===== src/hdl/eds_ram.sv =====
// generic ram, one write port and two registered read ports
module eds_ram #(
    parameter int WIDTH = 8,
    parameter int DEPTH = 16
) (
    input  logic                     clk,
    input  logic                     we,
    input  logic [$clog2(DEPTH)-1:0] waddr,
    input  logic [WIDTH-1:0]         wdata,
    input  logic [$clog2(DEPTH)-1:0] raddr_a,
    output logic [WIDTH-1:0]         rdata_a,
    input  logic [$clog2(DEPTH)-1:0] raddr_b,
    output logic [WIDTH-1:0]         rdata_b
);

    logic [WIDTH-1:0] mem [DEPTH];

    always_ff @(posedge clk)
    begin
        if (we)
        begin
            mem[waddr] <= wdata;
        end
        rdata_a <= mem[raddr_a];
        rdata_b <= mem[raddr_b];
    end

endmodule


===== config.mk =====
export PLATFORM = sky130hd
export DESIGN_NAME = eds_ram
export DESIGN_NICKNAME = d
export VERILOG_FILES = /design/src/hdl/eds_ram.sv
export SDC_FILE = /design/constraint.sdc
export NUM_CORES = 1
export LEC_CHECK = 0
export BUFFER_PORTS_ARGS = -buffer_cell sky130_fd_sc_hd__clkbuf_2
export CAP_MARGIN = 25
export CORE_ASPECT_RATIO = 0.5
export CORE_UTILIZATION = 30
export CTS_CLUSTER_DIAMETER = 60
export CTS_CLUSTER_SIZE = 14
export DETAILED_ROUTE_END_ITERATION = 8
export PLACE_DENSITY = 0.56
export SYNTH_ARGS = -nofsm -noshare
export SYNTH_HDL_FRONTEND = slang
export SYNTH_SLANG_ARGS = --single-unit

===== constraint.sdc =====
create_clock -name clk -period 4.4 [get_ports clk]
set_clock_uncertainty 0.1 [all_clocks]
set_input_delay 0.66 -clock clk [delete_from_list [all_inputs] [get_ports clk]]
set_output_delay 0.66 -clock clk [all_outputs]
set_load 0.01 [all_outputs]

==> metrics <==
Slew headroom 32.9%; end of the worst register-to-register path rdata_b[2]; min-delay src wdata[3]; die width 208 um; 1st-iter DRT viols 451; CP Data Required Time 4.60 ns; CP Capture Point rdata_a[4]; post-DR wirelength/cell 22.8 um; Final ANT Viol Nets 0; crit start category primary input; CP max-delay cell mux4_1; Layout Cells excl Fill 641; Max clock buf depth 2; DRC errors left 0; async set or reset register ratio after synthesis 0%; peak per-stage delay on the critical path 0.61 ns; gr ovfl total 0; Post-Syn Area 0.00635 sq mm; layout cell share with drive strength beyond 1 31.3%; FF-to-FF setup slack 2.81 ns; RSZ-0062 raised after global routing false; post-synth top area share 60.6%; leading area contributor after synthesis edfxtp_1; fin. max-slew vios 0; Clock Sinks 144; Hold WC Path Type primary input to register; number of max-cap violations 0; kind of critical path primary input to register; Fmax 464 MHz; placed cell count 606; GRT busiest layer met2; worst vdd ir 211 uV; Pwr Total 3.28 mW; DRT Pass-1 Iters 5; worst skew pair latency 0.42 ns; Tcrit/Tclk final 49.0%; setup TNS 0 ns; crit-path max FO 16; pin count of the biggest net entering global routing 33; CTS tree yes; Worst-Margin Slew 1.00 ns; Yosys reg bits 144; crit path from raddr_a[0]; port buffer count 37; FF-to-FF Start mem[10][2]; die span in y 105 um; worst-path cell chain clkbuf_2 -> buf_4 -> mux4_1 -> a22oi_1 -> nand2_1; final wirelength 14600 um; Resize count post-CTS 0; top-count cell post-synth edfxtp_1; CTS root buffer clkbuf_16; # setup viols final 0; register clock-pin slew on the reported worst setup and hold paths 0.06 ns; Global Route Usage Sum 14.0%; CP arrival 2.35 ns; Via-to-Cell Ratio 5.24; gpl congestion 0.775; core box area 0.0206 sq mm; synth cell count leaders 128 x edfxtp_1, 34 x mux4_2, 32 x a22oi_1, 28 x mux4_1, 17 x nand2_1; Ports 38; power per cell area 442 mW/mm^2; Primary FF master, synth edfxtp_1; met1 usage 18.6%; Worst Reg-to-Reg Cells 3; die area 0.0218 sq mm; hold buffers post-CTS 0; vias 3360; status finished clean; Pleak 2.52 nW; antenna cells 0; CTS Buf Count 17; vias in the first global route 3300; CTS H-tree lvls 4; Post-synth EDFFs 128; Synthesized Nets 329; Area Overhead vs Synth 17.2%; met2 Use GR 22.5%; Post-DP HPWL 9060 um; first-pass GRT wire length 21500 um; Post CTS Setup Buffer Count 0; initial antenna violation count 0; NumNets Final 377; CP Capture Type register; Avg Cell Area, Syn 20.7 sq um; synth warn 0; Initial Utilization 30.7%; Final Hold Vio Count 0; top cells by area, synth edfxtp_1 61%, mux4_2 12%, mux4_1 12%; row cnt 37; cells after synthesis 307; grt met3 use 3.73%; Final min period 2.16 ns; post-synth cell types 20; sequential fraction of the synthesis area 65.6%
[worst min path at each step]
| stage | to | depth (start not counted) |
|---|---|---|
| finish | mem[5][3] | 1 |
| global route | mem[2][4] | 1 |
| CTS | mem[3][4] | 1 |
| detailed placement | rdata_b[6] | 3 |
| global placement | rdata_b[3] | 3 |
| floorplan | rdata_a[1] | 3 |
[cells in the final DEF, fill, tap and decap left out, types with 3 or more instances in the layout]
cell       count
a22oi_1       32
buf_4          8
buf_6          3
bufinv_16      4
clkbuf_16     17
clkbuf_2      37
clkinv_4       3
dfxtp_1       16
edfxtp_1     128
mux4_1        28
mux4_2        34
nand2_1       17
nor2_1        14
nor3_1         4
[routing by layer]
layer / share of wire, % / vias up
li1: - / 1433
met5: 0 / -
met1: 44 / 1806
met4: 0.60 / 0
met3: 6.7 / 8
met2: 48 / 113
[state kept, by name, indices dropped and copies added (netlist names)]
signal and count:
mem 128, rdata_a 8, rdata_b 8
[report_power, final]
part           total, mW  internal (mW)  switching (mW)
clock               1.51          0.951           0.556
sequential          1.54           1.53          0.0146
combinational      0.232          0.102           0.130
[cells by family (layout without fill, tap and decap cells)]
group | Yosys count | in the layout | synth area share [%]
AOI/OAI and AO/OA | 32 | 32 | 3.79
buffers and inverters | 20 | 81 | 2.72
DFF | 144 | 144 | 65.6
muxes | 64 | 64 | 24.4
and+or+nand+nor | 47 | 47 | 3.43
[worst max-delay path, delay by kind of cell]
family | cells | cell delay (ns)
buf+inv | 2 | 0.67
compound gates | 1 | 0.32
simple gates | 1 | 0.08
mux | 1 | 0.61
[per-stage QoR]
stage | hold WS [ns] | setup WS [ns] | instance area [sq um] | utilization [%]
2_1_floorplan | 0.547 | 2.15 | 6350 | -
3_3_place_gp | 0.583 | 1.54 | 6750 | 32.7
3_5_place_dp | 0.582 | 1.52 | 6780 | 32.8
4_1_cts | 0.576 | 1.95 | 7400 | 35.8
6_report | 0.590 | 2.24 | 7430 | 36.0
5_1_grt | 0.598 | 2.15 | 7430 | 36.0
[area by class of cell]
class,count,area (sq um)
multi-input combinational,143,2010
tap,273,342
clock inverter,13,188
clock buffer,19,433
sequential,144,4160
fill,1908,13200
timing repair buffer,49,299
(Power assumes the default switching activity.)
