<file path="config.mk">
export PLATFORM = sky130hd
export DESIGN_NAME = eds_cell
export DESIGN_NICKNAME = d
export VERILOG_FILES = /design/src/hdl/eds_pkg.sv /design/src/hdl/eds_cell.sv
export SDC_FILE = /design/constraint.sdc
export NUM_CORES = 1
export LEC_CHECK = 0
export ABC_AREA = 1
export BUFFER_PORTS_ARGS = -buffer_cell sky130_fd_sc_hd__buf_4
export CORE_ASPECT_RATIO = 0.7
export CORE_MARGIN = 2
export CORE_UTILIZATION = 31
export DETAILED_ROUTE_END_ITERATION = 8
export GPL_TIMING_DRIVEN = 0
export PLACE_DENSITY_LB_ADDON = 0.3
export SLEW_MARGIN = 10
export SYNTH_ARGS = -nofsm -noshare
export SYNTH_HDL_FRONTEND = slang
export SYNTH_SLANG_ARGS = --single-unit
</file>
<file path="constraint.sdc">
create_clock -name vclk -period 8.6
set_clock_uncertainty 0.1 [all_clocks]
set_input_delay 1.72 -clock vclk [all_inputs]
set_output_delay 1.72 -clock vclk [all_outputs]
set_load 0.02 [all_outputs]
</file>
<file path="src/hdl/eds_pkg.sv">
// shared constants and types of the edit distance similarity unit
package eds_pkg;

    localparam int CODE_W    = 21;
    localparam int LEN_OUT_W = 8;
    localparam int SIM_W     = 17;
    localparam int FRAC_W    = 16;

    localparam logic [1:0] KIND_FIRST   = 2'd0;
    localparam logic [1:0] KIND_SECOND  = 2'd1;
    localparam logic [1:0] KIND_COMPUTE = 2'd2;
    localparam logic [1:0] KIND_UNUSED  = 2'd3;

    // character compare results feeding one table cell
    typedef struct packed {
        logic sub_diff;
        logic cross_a;
        logic cross_b;
        logic trans_en;
    } eds_match_t;

endpackage

</file>
<file path="src/hdl/eds_cell.sv">
// one table cell: least of insert, delete, substitute and transposition
module eds_cell #(
    parameter int W = 8
) (
    input  logic [W-1:0]        up,
    input  logic [W-1:0]        diag,
    input  logic [W-1:0]        left,
    input  logic [W-1:0]        up2,
    input  eds_pkg::eds_match_t match,
    output logic [W-1:0]        v
);

    logic [W:0] del_cost;
    logic [W:0] ins_cost;
    logic [W:0] sub_cost;
    logic [W:0] trn_cost;
    logic [W:0] m1;
    logic [W:0] m2;
    logic [W:0] m3;

    always_comb
    begin
        del_cost = {1'b0, up} + (W+1)'(1);
        ins_cost = {1'b0, left} + (W+1)'(1);
        sub_cost = {1'b0, diag} + (W+1)'(match.sub_diff);
        trn_cost = {1'b0, up2} + (W+1)'(1) + (W+1)'(match.cross_a)
                   + (W+1)'(match.cross_b);
        m1 = (ins_cost < del_cost) ? ins_cost : del_cost;
        m2 = (sub_cost < m1) ? sub_cost : m1;
        m3 = (match.trans_en && (trn_cost < m2)) ? trn_cost : m2;
        v  = m3[W-1:0];
    end

endmodule

</file>
==> impl_metrics.yaml <==
setup_path:
  crit_type: "input port to output pin"
  critPathLaunchType: "input port"
  critical_path.max_fanout: 10
  path_common_cell: "nor2_1"
  slowest_stage: "ha_1"
  cp.arrival_ns: 6.49
  critPathMaxStageDelay_ns: 0.33
  end_kind: "output pin"
  crit_required_ns: 6.78
sta:
  min_period_ns: 8.31
  max_slew_margin: 0.815
  layout_setup_ws_ns: 0.288
  hold_viol: 0
  tightest_slew_ns: 0.275
  setup_viol: 0
  max_freq_ghz: 0.120
  drv_slew: 0
  timing.final.crit_share: 0.967
detailed_routing:
  final_antenna_net_count: 0
  drc: 0
  vias_per_cell: 4.64
  wl_met2_microns: 2040
  dr_wl_met3_microns: 146
  wl_met1_microns: 2480
  highest_layer: "met4"
  drt-total-wl_microns: 4690
  via_count: 1994
  initialDrtViolationCount: 90
  avgRoutedWirePerCell_microns: 10.9
  drt-pass1-iter-count: 4
power:
  ir_worst_vdd_v: 0.0000482
  power.density_nw_per_um2: 105
  p_leak_nw: 1.30
global_route:
  antenna_found_initial: 0
  grt_pass1_vias: 1693
  grt_max_degree: 11
  grt_pass1_wl_microns: 7460
  grtUsageTotal: 0.143
  grt_overflow: 0
placed_design:
  dpl.hpwl_microns: 4050
  place_ws_ns: -0.169
  port-buffer-count: 44
  place_congestion: 0.797
synth:
  synth_top_area_frac: 0.199
  synth_warnings: 0
  synth_cell_types: 32
  avgSynthCellArea_sq_um: 5.75
  synth_cells: 306
  syn_area_sq_um: 1760
  netlist_top_cells_area: "ha_1, nand2_1, inv_1, nand3_1, nand2_2"
  yosysMostFrequentCell: "nand2_1"
  syn_nets: 371
  ys_seq_area_frac: 0
  netlist_top_cells_count: "nand2_1, inv_1, ha_1, nand3_1, nor2_1"
  yosys.area.top_type: "ha_1"
layout:
  ff_latch_area_sq_um: 0
  drive_above_1_share: 0.277
  finish.utilization: 0.431
  n_sequential_cell: 0
  area_growth_pct: 31.6
  clock_buffers: 0
  final_net_count: 425
  antenna_cells: 0
floorplanning:
  io_pins: 44
  core_sq_um: 5370
  die_area_sq_um: 6300
  die_w_microns: 94.0
  fp-row-count: 22
  initial_core_util: 0.328
  die-height_microns: 67.0
flow_run:
  drv_cap: 0
status:
  run_status: "finished clean"
hold_path:
  hold_depth: 5
  hold_path.class: "input port to output pin"
## stage by stage
stage	setup TNS [ns]	hold slack [ns]	power [W]	instance area (sq um)	cells
final	0	3.79	0.000244	2310	430
after global routing	-0.186	3.83	0.000271	2310	430
after CTS	0	3.80	0.000227	2210	424
after detailed placement	-1.24	3.80	0.000216	2180	422
after global placement	-0.363	3.80	0.000212	2180	422
after floorplan	0	3.61	0.000147	1760	306
## kinds of logic (layout without fill, tap and decap cells)
family                     after synthesis  in the layout  share of synthesized area
and+or+nand+nor                        168            168                      0.463
adders and majority gates               29             29                      0.211
AOI/OAI and AO/OA                       34             34                      0.119
xor gates and xnor gates                15             15                     0.0747
buffers and inverters                   60            112                      0.133
## timing repair
item | in CTS | in global routing
gates resized for setup | 2 | 17
hold buffers | 0 | 0
setup buffers | 2 | 6
pin swaps | 1 | 9
setup endpoints to repair | 8 | 8
## path summary, 6_finish.rpt
check | from | endpoint
hold / removal | up2[2] | v[2]
setup / recovery | up[0] | v[6]
## placed cells by master (no fill, tap or decap), drive strengths merged, types with 2 or more instances in the layout
cell    instances
nand2          95
inv            58
buf            54
nand3          33
ha             28
nor2           28
o21ai          15
xor2           10
o21a            7
a21oi           7
nand4           5
xnor2           5
a211oi          2
nand3b          2
nor3            2
## area by class of cell
cell class         instances  area, sq um
well taps                 72         90.1
plain buffers              2         22.5
inverters                 58          218
fillers                  583         3050
repair buffers            52          403
multi-input cells        246         1580
## power by group
| part | internal [W] | leakage [nW] | switching (W) |
|---|---|---|---|
| Sequential | 0 | 0 | 0 |
| Clock | 0 | 0 | 0 |
| Combinational | 0.000106 | 1.30 | 0.000138 |
## worst max-delay path, delay by kind of cell
kind,cells,cell delay [ns]
buffers and inverters,8,0.95
AOI/OAI and AO/OA,9,1.50
adders and majority gates,4,1.05
and+or+nand+nor,14,1.28
## layer usage
layer / vias to the layer above / track usage
met2: 23 / 0.215
met4: 0 / 0.00543
li1: 1086 / -
met5: - / 0
met3: 2 / 0.00226
met1: 883 / 0.233
Power figures use the tool's default switching activity.
