### src/hdl/eds_pkg.sv
// shared constants and types of the edit distance similarity unit
package eds_pkg;

    localparam int CODE_W    = 21;
    localparam int LEN_OUT_W = 8;
    localparam int SIM_W     = 17;
    localparam int FRAC_W    = 16;

    localparam logic [1:0] KIND_FIRST   = 2'd0;
    localparam logic [1:0] KIND_SECOND  = 2'd1;
    localparam logic [1:0] KIND_COMPUTE = 2'd2;
    localparam logic [1:0] KIND_UNUSED  = 2'd3;

    // character compare results feeding one table cell
    typedef struct packed {
        logic sub_diff;
        logic cross_a;
        logic cross_b;
        logic trans_en;
    } eds_match_t;

endpackage

### src/hdl/eds_divider.sv
// restoring divider, one quotient bit per cycle, for the q1.16 ratio
module eds_divider #(
    parameter int W = 8
) (
    input  logic                       clk,
    input  logic                       rst_n,
    input  logic                       start,
    input  logic [W-1:0]               numer,
    input  logic [W-1:0]               denom,
    output logic                       done,
    output logic [eds_pkg::SIM_W-1:0]  quotient
);

    localparam int Steps = eds_pkg::SIM_W;
    localparam int CntW  = $clog2(Steps);

    logic                      run_reg;
    logic                      done_reg;
    logic [CntW-1:0]           cnt_reg;
    logic [W-1:0]              rem_reg;
    logic [W-1:0]              den_reg;
    logic [eds_pkg::SIM_W-1:0] q_reg;
    logic [W:0]                trial;
    logic                      ge;

    always_comb
    begin
        // first step is the integer bit, no shift
        trial = (cnt_reg == '0) ? {1'b0, rem_reg} : {rem_reg, 1'b0};
        ge    = (trial >= {1'b0, den_reg});
    end

    always_ff @(posedge clk or negedge rst_n)
    begin
        if (!rst_n)
        begin
            run_reg  <= 1'b0;
            done_reg <= 1'b0;
            cnt_reg  <= '0;
        end
        else
        begin
            done_reg <= 1'b0;
            if (start)
            begin
                run_reg <= 1'b1;
                cnt_reg <= '0;
            end
            else if (run_reg)
            begin
                if (cnt_reg == CntW'(Steps - 1))
                begin
                    run_reg  <= 1'b0;
                    done_reg <= 1'b1;
                end
                cnt_reg <= cnt_reg + CntW'(1);
            end
        end
    end

    always_ff @(posedge clk)
    begin
        if (start)
        begin
            rem_reg <= numer;
            den_reg <= denom;
            q_reg   <= '0;
        end
        else if (run_reg)
        begin
            rem_reg <= ge ? W'(trial - {1'b0, den_reg}) : W'(trial);
            q_reg   <= {q_reg[eds_pkg::SIM_W-2:0], ge};
        end
    end

    assign done     = done_reg;
    assign quotient = q_reg;

endmodule

### config.mk
export PLATFORM = sky130hd
export DESIGN_NAME = eds_divider
export DESIGN_NICKNAME = d
export VERILOG_FILES = /design/src/hdl/eds_pkg.sv /design/src/hdl/eds_divider.sv
export SDC_FILE = /design/constraint.sdc
export NUM_CORES = 1
export LEC_CHECK = 0
export ABC_CLOCK_PERIOD_IN_PS = 4900
export BUFFER_PORTS_ARGS = -buffer_cell sky130_fd_sc_hd__buf_2
export CAP_MARGIN = 20
export CORE_ASPECT_RATIO = 0.6
export CORE_UTILIZATION = 48
export CTS_BUF_LIST = sky130_fd_sc_hd__clkbuf_2
export CTS_CLUSTER_SIZE = 30
export DETAILED_ROUTE_END_ITERATION = 12
export PLACE_DENSITY_LB_ADDON = 0.15
export SLEW_MARGIN = 40
export SYNTH_ARGS = -nofsm -noshare
export SYNTH_HDL_FRONTEND = slang
export SYNTH_SLANG_ARGS = --single-unit
export TNS_END_PERCENT = 50
### constraint.sdc
create_clock -name clk -period 4.9 [get_ports clk]
set_input_delay 0.735 -clock clk [delete_from_list [all_inputs] [get_ports clk]]
set_output_delay 0.735 -clock clk [all_outputs]
set_load 0.005 [all_outputs]
==> flow_summary.toml <==
[run_status]
status = "completed"

[detailed_routing]
routedWlPerCell_um = 13.7
vias = 1567
drt-pass1-iter-count = 4
drc_errors = 0
via_per_inst = 5.12
ant_nets = 0
routed_wl_um = 4180
initialDrtViolationCount = 122

[global_route]
grt_pass1_vias = 1338
grt_usage = 0.195
grt_pass1_wl_um = 6610
grt_overflow = 0
antenna_found_initial = 0
grt_max_degree = 45

[power_and_ir_drop]
ir_worst_vdd_mv = 0.241
leakagePower_nw = 1.22
p_per_area_nw_per_um2 = 463

[clock_network]
cts_setup_buffers = 0
cts-root-buf = "clkbuf_2"
clkSlewWorstSetupHoldPaths_ns = 0.21
clk_latency_ns = 0.41
cts_hold_buffers = 0
cts_sinks = 40
cts.path.max_buffers = 2
cts_buffers = 5
ctsResizeCount = 0
tritoncts = "yes"
cts.htree.levels = 2

[worst_setup_path]
crit_buf_inv = 1
worstSetupPathDepth = 10
path_cells = "inv_1 > ha_1 > or4b_1 > mux2_2 > ha_1 > and3_2 > nand3_1 > o311ai_4 > o21ai_0 > a31o_2"
worstSetupEndpointType = "flop"
cp_slowest_cell = "or4b_1"
cp.arrival_ns = 4.00
reg2reg_from = "cnt_reg[0]"
start_kind = "flop"
worst-path-max-fanout = 12
cp_common_cell = "ha_1"
reg2reg_to = "rem_reg[6]"
path_class = "flop to flop"
worst_path_largest_cell_delay_ns = 0.64
cp.required_ns = 5.11
critical_path.top_delay_family = "compound AO/OA/AOI/OAI gates"
regToRegSetupSlack_ns = 1.10
reg2regPathDepth = 10
crit_path_start = "cnt_reg[0]"

[die]
die_area_um2 = 4710
rows = 18
ios = 37
core_um2 = 4190
start_util = 0.508
die_x_um = 88.0
fp.dieH_um = 53.6

[synthesis]
synth_warnings = 0
ys_seq_elements = 40
synth_top_area_share = 0.226
yosys.area.top_type = "edfxtp_1"
synthAdderAreaFrac = 0.0682
synth_cells = 209
syn_nets = 239
yosys.area_share.simple = 0.157
synth_edf_count = 16
synth_compound_area_frac = 0.112
synth_cell_type_count = 45
ys_seq_area_frac = 0.468
syn_area_per_cell_um2 = 10.2
async_flop_share = 0.175
synth_top_family_by_area = "simple AND/OR/NAND/NOR gates"
yosys.area_share.xor_xnor = 0.0247
ys.flop_type = "dfxtp_1"
netlist_area_um2 = 2130
synth_area_leaders = "edfxtp_1 (23%), dfxtp_1 (16%), mux2i_1 (10%), dfrtp_1 (8.2%), ha_1 (5.9%)"
synth_common_cells = "nand2_1 (29), nor2_1 (29), mux2i_1 (22)"
synthMuxAreaShare = 0.125

[final_layout]
nets = 275
areaGrowthSynthToFinish_pct = 13.0
fillers = 387
post-route-util = 0.574
largest_reg_flops = 17
multi_input_area_um2 = 1030
drive_gt1_frac = 0.224
seqCellArea_um2 = 996
antenna_cells = 0

[timing]
slew_violations = 0
max_clock_freq_ghz = 0.263
period_minus_slack_ns = 3.80
period_share = 0.775
slew_headroom = 0.459
rsz0062_at_grt = "no"
setup_tns_ns = 0
final-setup-viol-count = 0
worstMarginPinSlew_ns = 0.800
finalHoldViolCount = 0
clock_skew_ns = 0.0199

[placement]
dp_hpwl_um = 3020
portBuffers = 36
routabilityCongestion = 0.825

[min_path]
hold_path.class = "input port to asynchronous set/reset pin"

[flow_run]
drv_cap = 0
-- layer usage --
metal / global-route usage / up-vias / wire length, um
met5: 0 / - / 0
met4: 0.0574 / 0 / 45
met3: 0.0537 / 6 / 334
met2: 0.244 / 43 / 1520
met1: 0.313 / 712 / 2290
li1: - / 806 / -
-- where the power goes --
group | internal (W) | leakage (nW) | total (W) | switching, W
combinational | 0.000208 | 0.785 | 0.000484 | 0.000275
sequential | 0.000405 | 0.393 | 0.000438 | 0.0000326
clock | 0.0000831 | 0.0380 | 0.000191 | 0.000108
total | 0.000697 | 1.22 | 0.00111 | 0.000416
-- metrics by stage --
step	setup slack (ns)	instance area, um^2	total power, W	cells	hold WS, ns
finish	1.10	2400	0.00111	306	0.111
global route	0.892	2400	0.00118	306	0.0999
CTS	1.13	2400	0.00111	306	0.109
detailed placement	1.17	2340	0.000917	298	0.486
global placement	1.27	2340	0.000920	298	0.479
floorplan	1.66	2130	0.000821	209	0.439
-- kinds of logic (layout without fill, tap and decap cells) --
logic type      count (synthesis)  in the layout
simple gates                   76             76
flops                          40             40
compound gates                 30             30
mux                            26             26
buf+inv                        20             57
fa+ha+maj                      11             11
xor+xnor                        6              6
-- cell type report --
cell class,count,area share
Timing Repair Buffer,38,0.0812
Clock inverter,3,0.0156
Tap cell,60,0.0312
Multi-Input combinational cell,149,0.430
Inverter,11,0.0172
Clock buffer,5,0.0104
Sequential cell,40,0.414
-- worst register-to-register path, delay by kind of cell (launching register included) --
kind | cells | cell delay, ns
compound gates | 3 | 1.08
fa+ha+maj | 2 | 0.58
buf+inv | 1 | 0.09
flops | 1 | 0.48
mux | 1 | 0.37
simple gates | 3 | 1.00
-- worst max path at each step --
stage | end
global route | rem_reg[6]
floorplan | rem_reg[3]
finish | rem_reg[6]
detailed placement | rem_reg[0]
CTS | rem_reg[0]
global placement | rem_reg[0]
-- layout by cell type, fill, tap and decap left out, types with 2 or more instances in the layout --
cell      Yosys  layout
buf_4         0       2
dfxtp_1      17      17
a21o_1        2       2
nand2_1      29      29
xnor2_1       2       2
xor2_1        4       4
nor2_1       29      29
nor3_1        3       3
mux2_2        4       4
clkbuf_2      0       5
buf_2         0      36
o211ai_1      3       3
clkinv_1      1       3
nand2b_1      3       3
nand4_1       2       2
mux2i_1      22      22
ha_1         10      10
inv_1        10      10
nand3_1       3       3
edfxtp_1     16      16
a21oi_1       3       3
o21ai_0       7       7
o311ai_0      2       2
dfrtp_1       7       7
Note: power is estimated with default switching activity, not from simulation.
